**config.mk**
```make
export PLATFORM = sky130hd
export DESIGN_NAME = bfa_ctrl
export DESIGN_NICKNAME = d
export VERILOG_FILES = /design/src/design/bfa_pkg.sv /design/src/design/bfa_ctrl.sv
export SDC_FILE = /design/constraint.sdc
export NUM_CORES = 1
export LEC_CHECK = 0
export BUFFER_PORTS_ARGS = -buffer_cell sky130_fd_sc_hd__buf_2
export CORE_MARGIN = 2
export CORE_UTILIZATION = 52
export CTS_CLUSTER_SIZE = 16
export DETAILED_ROUTE_END_ITERATION = 8
export HOLD_SLACK_MARGIN = 0.06
export PLACE_DENSITY = 0.8
export SYNTH_ARGS = -nofsm -noshare
export SYNTH_HDL_FRONTEND = slang
export SYNTH_SLANG_ARGS = --single-unit
export TNS_END_PERCENT = 10
```
**constraint.sdc**
```tcl
create_clock -name clk_i -period 3.92 [get_ports clk_i]
set_input_delay 0.588 -clock clk_i [delete_from_list [all_inputs] [get_ports clk_i]]
set_output_delay 0.588 -clock clk_i [all_outputs]
set_load 0.02 [all_outputs]
```
**src/design/bfa_pkg.sv**
```systemverilog
// Package for the bitmap first-fit block allocator: request/result types,
// opcodes, sizing constants. No dependencies.
`default_nettype none
package bfa_pkg;

  localparam int unsigned BitmapWordsDef = 16;
  localparam int unsigned WordBits       = 64;
  localparam int unsigned BlockIdxW      = 10;
  localparam int unsigned CountW         = 11;

  typedef enum logic {
    OP_ALLOC = 1'b0,
    OP_FREE  = 1'b1
  } opcode_e;

  localparam logic STATUS_OK   = 1'b0;
  localparam logic STATUS_FAIL = 1'b1;

  typedef struct packed {
    logic                 opcode;
    logic [CountW-1:0]    block_count;
    logic [BlockIdxW-1:0] start_block;
  } req_t;

  typedef struct packed {
    logic                 status;
    logic [BlockIdxW-1:0] first_block;
  } rsp_t;

  // controller -> datapath commands
  typedef struct packed {
    logic load;       // capture request, reset scan
    logic scan_rd;    // issue bitmap read of scan word
    logic scan_step;  // examine one block of the scan
    logic mark_step;  // set/clear one block
    logic len_rd;     // read recorded length
    logic len_ld;     // latch length for free
    logic len_wr;     // record length at start block
    logic flush;      // write back dirty word
  } cmd_t;

  // datapath -> controller status
  typedef struct packed {
    logic is_free;
    logic bad_req;    // zero size / too large / free out of range
    logic word_full;  // current word fully used (at word start)
    logic found;
    logic scan_end;   // scan past last block
    logic word_end;   // current block is last of its word
    logic mark_done;
  } sts_t;

endpackage
`default_nettype wire

```
**src/design/bfa_ctrl.sv**
```systemverilog
// Controller FSM of the allocator: sequences scan, length lookup and marking.
// Uses bfa_pkg command/status types.
`default_nettype none
module bfa_ctrl (
  input  wire logic          clk_i,
  input  wire logic          rst_ni,
  input  wire logic          start_i,
  input  wire logic          clr_done_i,
  input  wire bfa_pkg::sts_t sts_i,
  output bfa_pkg::cmd_t      cmd_o,
  output logic               busy_o,
  output logic               done_o,
  output logic               fail_o
);
  typedef enum logic [7:0] {
    S_CLEAR = 8'b0000_0001,
    S_IDLE  = 8'b0000_0010,
    S_RD    = 8'b0000_0100,
    S_WAIT  = 8'b0000_1000,
    S_SCAN  = 8'b0001_0000,
    S_LEN   = 8'b0010_0000,
    S_MARK  = 8'b0100_0000,
    S_DONE  = 8'b1000_0000
  } state_e;

  state_e state_q, state_d;
  logic   fail_q, fail_d;
  logic   mark_q, mark_d;   // run set/clear under way

  always_ff @(posedge clk_i or negedge rst_ni) begin
    if (!rst_ni) begin
      state_q <= S_CLEAR;
      fail_q  <= 1'b0;
      mark_q  <= 1'b0;
    end else begin
      state_q <= state_d;
      fail_q  <= fail_d;
      mark_q  <= mark_d;
    end
  end

  always_comb begin
    state_d = state_q;
    fail_d  = fail_q;
    mark_d  = mark_q;
    cmd_o   = '0;
    case (state_q)
      S_CLEAR: begin
        if (clr_done_i) state_d = S_IDLE;
      end
      S_IDLE: begin
        if (start_i) begin
          cmd_o.load = 1'b1;
          mark_d     = 1'b0;
          state_d    = S_RD;
        end
      end
      S_RD: begin
        if (mark_q) begin
          // run continues into the next word
          cmd_o.scan_rd = 1'b1;
          state_d       = S_WAIT;
        end else if (sts_i.bad_req) begin
          fail_d  = !sts_i.is_free;
          state_d = S_DONE;
        end else if (sts_i.is_free) begin
          cmd_o.len_rd = 1'b1;
          state_d      = S_LEN;
        end else begin
          cmd_o.scan_rd = 1'b1;
          state_d       = S_WAIT;
        end
      end
      S_WAIT: state_d = mark_q ? S_MARK : S_SCAN;
      S_LEN: begin
        cmd_o.len_ld = 1'b1;
        state_d      = S_WAIT;
      end
      S_SCAN: begin
        if (sts_i.is_free) begin
          mark_d  = 1'b1;
          state_d = S_MARK;
        end else if (sts_i.scan_end) begin
          fail_d  = 1'b1;
          state_d = S_DONE;
        end else begin
          cmd_o.scan_step = 1'b1;
          if (sts_i.found) begin
            cmd_o.len_wr = 1'b1;
            mark_d       = 1'b1;
            state_d      = S_MARK;
          end else if (sts_i.word_full || sts_i.word_end) begin
            state_d = S_RD;
          end
        end
      end
      S_MARK: begin
        if (sts_i.mark_done) begin
          cmd_o.flush = 1'b1;
          fail_d      = 1'b0;
          state_d     = S_DONE;
        end else begin
          cmd_o.mark_step = 1'b1;
          if (sts_i.word_end) state_d = S_RD;
        end
      end
      S_DONE: state_d = S_IDLE;
      default: state_d = S_IDLE;
    endcase
  end

  assign busy_o = (state_q != S_IDLE);
  assign done_o = (state_q == S_DONE);
  assign fail_o = fail_q;

`ifndef SYNTHESIS
  a_done_pulse: assert property (@(posedge clk_i) disable iff (!rst_ni)
    done_o |=> !done_o) else $error("done held");
  a_accept_idle: assert property (@(posedge clk_i) disable iff (!rst_ni)
    cmd_o.load |-> state_q == S_IDLE) else $error("load outside idle");
  a_no_clash: assert property (@(posedge clk_i) disable iff (!rst_ni)
    !(cmd_o.scan_step && cmd_o.mark_step)) else $error("scan and mark together");
`endif
endmodule
`default_nettype wire

```
-- Yosys cells after proc, flatten, opt, wreduce, memory -nomap -nowiden
Cells that the tools add are included.
- register bits after elaboration: 10
- output and inout port bits: 11
- eq/ne operators: 20
- mux-type cells: 46
- reduce and logical (&&, ||, !) cells: 7
- operators by type and width (operator ; count):
    $mux W8 ; 10
    $pmux W8 S7 ; 1
    $mux W1 ; 31
    $ne A2 B2 Y1 const B ; 7
    $ne A3 B3 Y1 const B ; 3
    $eq A8 B1 Y1 const B ; 1
    $eq A8 B2 Y1 const B ; 1
    $eq A8 B3 Y1 const B ; 1
    $eq A8 B4 Y1 const B ; 1
    $eq A8 B5 Y1 const B ; 1
    $eq A8 B6 Y1 const B ; 1
    $eq A8 B7 Y1 const B ; 1
    $eq A8 B8 Y1 const B ; 1
    $ne A8 B2 Y1 const B ; 1
    $reduce_and A4 Y1 ; 2
    $mux W7 ; 1
    $mux W6 ; 1
    $reduce_and A6 Y1 ; 1
    $ne A5 B5 Y1 const B ; 1
    $pmux W1 S3 ; 1
    $reduce_bool A3 Y1 ; 1
    $pmux W1 S2 ; 1
    $reduce_bool A2 Y1 ; 1
    $logic_not A1 Y1 ; 1
    $logic_or A1 B1 Y1 ; 1

-- Longest topological paths before layout
Gate-level depths: netlist (run 1).
- depth after elaboration: 6
- depth in mapped cells: 6
- gate-level depth less buffers: 5

-- Least setup slack after synthesis (run 1)
OpenSTA, ideal clock, no wires.
- path kind: reg-to-output
- start: register state_q[6]
- end: output cmd_o[3] (netlist name)
- arrival time: 1.746 ns
- data required time: 3.332 ns
- path slack: 1.586 ns
- stages on the path, launching flop included: 4
- path buffers: 0
- cells stage by stage: dfrtp_1 nor4_4 and2_1 nor4b_1
- RTL lines (what ; line ; text):
    start, declared ; bfa_ctrl.sv:26 ; state_e state_q, state_d;
    start signal, assigned ; bfa_ctrl.sv:36 ; state_q <= state_d;
    end, declared ; bfa_ctrl.sv:10 ; output bfa_pkg::cmd_t cmd_o,

==> impl_results.md, run 1 <==
* Status: completed
* Combinational power share at 46.5%
* DIE WIDTH at 40.0 um
* Register area share after synthesis at 37.2%
* Sw Pwr at 188 uW
* DP Cell Count at 105
* Critical Path, Cell by Cell: nor4_4 -> nand4b_1 -> inv_1 -> buf_2
* Starting Density at 58.4%
* Fillers at 93
* Cells after Synth at 71
* Nature of the critical path endpoint: primary output
* Commonest non-fill, non-tap cells in the layout: 21 x buf_2, 9 x dfrtp_1, 7 x inv_1
* Switching Fraction at 42.9%
* Leading cell type in the layout, fill and taps excluded: buf_2
* H-tree levels at 1
* Max cap viols at 0
* Routability Congestion at 0.841
* Vias in the first global route at 593
* Clock power frac at 17.2%
* Area of the core at 1160 um2
* CTS resizes at 0
* Diodes inserted at 0
* Internal power at 250 uW
* Synth Area in XOR/XNOR at 1.30%
* Syn nets at 82
* Share of cells above drive strength 1 at 31.6%
* Buf/Inv on CP at 2
* Part of the cycle the worst path needs at 63.1%
* Critical Path Source: state_q[3]
* Mux cell area share after synthesis at 0%
* CTS tree: yes
* CP max FO at 10
* Routed len/inst at 14.6 um
* Vias at 681
* TNS Setup at 0 ns
* R2R Setup Slk at 2.12 ns
* Delay of the slowest critical-path stage at 0.53 ns
* Post-Layout Cell Count at 109
* Hold-fix buffers, CTS at 0
* Residual DRC at 0
* Netlist cell types at 33
* Routed vias/inst at 6.25
* Type of the worst min-delay path: in -> async
* Yosys reg bits at 10
* Worst path depth at 4
* Worst path required time at 3.33 ns
* Sequential power share at 36.2%
* Area occupied by multi-input gates at 394 um2
* Hpwl dp at 1200 um
* Fin crit period at 2.47 ns
* Pleak at 0.000407 uW
* Layout area overhead at 21.5%
* FP Rows at 12
* Crit-path leading delay family: simple AND/OR/NAND/NOR gates
* First-pass GRT wire length at 2570 um
* Die Ht at 40.0 um
* First-pass DRT Iterations at 4
* Initial antenna violation count at 0
* Final global-route overflow total at 0
* Cell Area, Synth at 676 um2
* Final setup violating endpoints at 0
* Root Driver: clkbuf_4
* Sink Count at 10
* Critical path arrival at 1.88 ns
* Adder-cell area share of the yosys netlist at 0%
* Peak VDD IR at 0.431 mV
* Crit path capture: cmd_o[4]
* Post-Syn Area per Cell at 9.52 um2
* Compound-Gate Fraction of Synth Area at 18.7%
* Initial drt markers at 31
* Simple-gate share of the synthesized area at 38.3%
* Worst Max-Slew Pin Slew at 0.510 ns
* Worst-skew pair later-pin latency at 0.27 ns
* Pin count of the biggest net entering global routing at 11
* Post-CTS setup buffer count at 0
* Clock-pin slew on the worst setup and hold paths at 0.07 ns
* PwrDens at 533 nW/um2
* Critical-path top delay cell: nor4_4
* Fin nets at 107
* Num ports at 22
* Post-DRT Antenna Nets at 0
* Warnings from Yosys at 0
* Combinational family with the most area after synthesis: simple AND/OR/NAND/NOR gates
* R2r startpoint: state_q[3]
* Cts bufs inserted at 3
* Worst Skew at 0.00860 ns
* Startpoint class of the critical path: flop
* RSZ-0062 raised after global routing: false
* IO buf count at 21
* Die area at 1600 um2
* Slew HR at 65.8%
* Crit path kind: reg -> out
* Routed WL at 1590 um
* R2r worst-path depth at 4
* Reg-to-Reg End: state_q[1]
* FF+latch area at 251 um2
* Total global-route track usage at 24.6%
* Max-slew violations at 0
* Final hold vios at 0
* Highest clock rate at 405 MHz
* CTS Buffer Depth at 2
-- sequential cells by signal (all words and copies together) (netlist names) --
| name | flops |
|---|---|
| state_q | 8 |
| fail_o | 1 |
| mark_q | 1 |
-- power groups by stage --
stage / combinational, uW / clock [uW] / sequential [uW]
2_1_floorplan: 149 / 0 / 157
3_5_place_dp: 201 / 0 / 159
4_1_cts: 204 / 75.9 / 157
6_report: 204 / 75.4 / 158
3_3_place_gp: 201 / 0 / 158
5_1_grt: 228 / 81.0 / 162
-- metal layers --
layer,track usage (%),up-vias,share of wire (%)
met3,4.44,2,5.2
met4,13.8,0,0.76
met5,0,-,0
li1,-,326,-
met2,37.9,27,47
met1,32.2,326,47
-- through the flow --
step | hold slack, ns | utilization, % | worst slack, ns | total power [uW] | area, um2
finish | 0.163 | 71.0 | 1.45 | 437 | 821
global route | 0.178 | 71.0 | 1.30 | 471 | 821
CTS | 0.172 | 71.0 | 1.46 | 438 | 821
detailed placement | 0.459 | 68.7 | 1.73 | 360 | 795
global placement | 0.461 | 68.7 | 1.76 | 359 | 795
floorplan | 0.292 | - | 1.59 | 306 | 676
-- worst min-delay path by stage --
stage	start	to	slack, ns
2_1_floorplan	rst_ni	fail_o	0.29
3_3_place_gp	rst_ni	state_q[1]	0.46
3_5_place_dp	rst_ni	state_q[1]	0.46
4_1_cts	rst_ni	mark_q	0.17
5_1_grt	rst_ni	mark_q	0.18
6_report	rst_ni	mark_q	0.16
-- synth_stat cells --
cell,number,area share (%)
dfrtp_1,9,33
inv_1,7,3.9
nor2_1,6,3.3
nor4b_1,5,6.5
a21oi_1,4,3.0
nand3_1,3,2.2
nand4b_1,3,3.9
and2_1,2,1.9
nand4_1,2,1.9
nor2b_1,2,1.9
nor3b_1,2,2.2
nor4_4,2,6.3
o21a_1,2,2.2
o221ai_1,2,2.6
o22ai_1,2,1.9
a211oi_2,1,1.9
a31oi_1,1,0.93
and3_1,1,0.93
and4_1,1,1.3
and4b_1,1,1.5
clkbuf_1,1,0.56
dfstp_2,1,3.9
nand2_1,1,0.56
nand3_2,1,1.5
nor3_1,1,0.74
o2111a_1,1,1.7
o211ai_1,1,1.1
o21ai_0,1,0.74
o2bb2ai_1,1,1.3
o32a_1,1,1.5
or2_2,1,0.93
or3_1,1,0.93
xor2_1,1,1.3
-- worst reg2reg max path, delay by kind of cell (launching register included) --
| family | cells | cell delay [ns] |
|---|---|---|
| simple gates | 2 | 0.82 |
| compound gates | 2 | 0.42 |
| flops | 1 | 0.42 |
-- final cells by class --
cell class                      instances  share of cell area, %
Multi-Input combinational cell         53                   48.0
Sequential cell                        10                   30.6
Timing Repair Buffer                   21                   12.8
Clock buffer                            4                   3.20
Inverter                                7                   3.20
Tap cell                               14                   2.13
-- logic make-up (layout without fill, tap and decap cells) --
logic type      after synthesis  in the layout
flops                        10             10
simple gates                 35             35
xor+xnor                      1              1
buf+inv                       8             32
compound gates               17             17
Note: power is estimated with default switching activity, not from simulation.
==> run 2, diff against run 1 <==
CORE_UTILIZATION = 43   (was 52)
PLACE_DENSITY = 0.7   (was 0.8)
clock period = 2.1 ns   (was 3.92 ns; I/O delays follow)
==> run 2 against run 1 <==
Final cell count rose by 5.5%. Sequential power rose by 95%. Critical path type unchanged. Critical path depth rose by 2. Largest cell class unchanged.
==> impl_results.md, run 2 (synthesized netlist as in run 1, its figures left out) <==
* Worst Skew at 0.00259 ns
* Critical path arrival at 1.70 ns
* Post-DRT Antenna Nets at 0
* RSZ-0062 raised after global routing: false
* Diodes inserted at 0
* Final global-route overflow total at 0
* CP max FO at 6
* Highest clock rate at 495 MHz
* First-pass GRT wire length at 2900 um
* M1 wire length at 769 um
* Routability Congestion at 0.814
* Final hold vios at 0
* Min-delay src: sts_i[5]
* Vias at 711
* Commonest non-fill, non-tap cells in the layout: 21 x buf_2, 7 x inv_1, 7 x dfrtp_1
* Die area at 1900 um2
* Critical Path, Cell by Cell: nor4_4 -> buf_4 -> buf_4 -> nand4b_1 -> inv_1 -> buf_2
* Routed len/inst at 15.9 um
* Routed vias/inst at 6.18
* Max-slew violations at 0
* R2r startpoint: state_q[2]
* Die Ht at 43.6 um
* Status: completed
* Clock-pin slew on the worst setup and hold paths at 0.07 ns
* Leading cell type in the layout, fill and taps excluded: buf_2
* Post-Layout Cell Count at 115
* Hold Path End: state_q[5]
* Starting Density at 45.4%
* Critical-path top delay cell: dfrtp_1
* Fillers at 135
* Final setup margin at 0.0811 ns
* Reg-to-Reg End: fail_o
* Root Driver: clkbuf_4
* Type of the worst min-delay path: in -> reg
* First-pass DRT Iterations at 4
* Cts bufs inserted at 3
* Hold path cells at 2
* Startpoint class of the critical path: flop
* DP Cell Count at 109
* Delay of the slowest critical-path stage at 0.45 ns
* Area of the core at 1490 um2
* Final setup violating endpoints at 0
* Met2 WL at 835 um
* Pleak at 0.000429 uW
* Initial drt markers at 20
* Sink Count at 10
* Fin crit period at 2.02 ns
* CTS Buffer Depth at 2
* Total global-route track usage at 21.0%
* Initial antenna violation count at 0
* Worst Max-Slew Pin Slew at 0.356 ns
* H-tree levels at 1
* Num ports at 22
* R2R Setup Slk at 0.39 ns
* PwrDens at 1010 nW/um2
* Worst-skew pair later-pin latency at 0.27 ns
* Crit path kind: reg -> out
* IO buf count at 21
* Nature of the critical path endpoint: primary output
* Vias in the first global route at 658
* Max cap viols at 0
* Uppermost layer routed: met4
* Final Power at 898 uW
* TNS Setup at 0 ns
* Share of cells above drive strength 1 at 39.4%
* DIE WIDTH at 43.6 um
* Fin nets at 111
* Top cell by count, worst path: buf_4
* Hpwl dp at 1330 um
* CTS tree: yes
* Pin count of the biggest net entering global routing at 11
* Layout area overhead at 31.7%
* Peak VDD IR at 0.607 mV
* Worst path required time at 1.78 ns
* R2r worst-path depth at 6
* Part of the cycle the worst path needs at 96.1%
* Max reg flops at 8
* FP Rows at 14
* Setup slack at placement at 0.286 ns
* Residual DRC at 0
* Slew HR at 76.0%
* Register with the most flip-flops: state_q
* Routed WL at 1820 um
* Metal3 WL at 187 um
* Worst hold slack at 0.255 ns
==> run 2: changes by cell type in the layout (fill, tap and decap cells not counted), sizes merged <==
cell         change
dlygate4sd3      +1
buf              +3
==> run 2: worst max-delay path by stage <==
stage | slack, ns | depth (start not counted) | end | start
3_5_place_dp | 0.29 | 4 | cmd_o[3] | state_q[3]
3_3_place_gp | 0.32 | 4 | cmd_o[3] | state_q[3]
6_report | 0.08 | 6 | cmd_o[2] | state_q[2]
4_1_cts | 0.0006 | 4 | cmd_o[3] | state_q[3]
2_1_floorplan | 0.04 | 3 | cmd_o[3] | state_q[6]
5_1_grt | 0.0003 | 5 | cmd_o[7] | state_q[5]
==> run 2: layout make-up <==
| type | count | area [um2] | share of cell area [%] |
|---|---|---|---|
| timing repair buffer | 25 | 138 | 15.5 |
| sequential | 10 | 254 | 28.6 |
| multi-input combinational | 53 | 425 | 47.8 |
| tap | 16 | 20.0 | 2.25 |
| clock buffer | 4 | 26.3 | 2.95 |
| inverter | 7 | 26.3 | 2.95 |
==> run 2: through the flow <==
| stage | utilization, % | instance area (um2) |
|---|---|---|
| 2_1_floorplan | - | 676 |
| 3_3_place_gp | 54.5 | 812 |
| 3_5_place_dp | 54.5 | 812 |
| 4_1_cts | 57.0 | 848 |
| 5_1_grt | 59.7 | 890 |
| 6_report | 59.7 | 890 |
==> run 2: per-layer routing <==
| metal | GRT usage, % | vias to the layer above |
|---|---|---|
| li1 | - | 331 |
| met1 | 28.3 | 326 |
| met2 | 32.1 | 48 |
| met3 | 5.00 | 6 |
| met4 | 9.09 | 0 |
| met5 | 0 | - |
==> run 2: power breakdown <==
| part | internal, uW | switching, uW | leakage (uW) |
|---|---|---|---|
| registers | 235 | 73.8 | 0.000124 |
| clock network | 73.6 | 68.1 | 0.0000150 |
| logic | 206 | 241 | 0.000289 |
==> run 2: critical path, delay by kind of cell (launching register included) <==
family	cells	cell delay, ns
buffers and inverters	4	0.58
flip-flops	1	0.45
AND/OR/NAND/NOR	2	0.39
==> run 2: what timing repair did <==
item | 4_1_cts | 5_1_grt
setup endpoints to repair | 0 | 6
hold endpoints to repair | 9 | 0
buffers inserted | 0 | 1
gates resized for setup | 0 | 7
hold buffers | 1 | 0
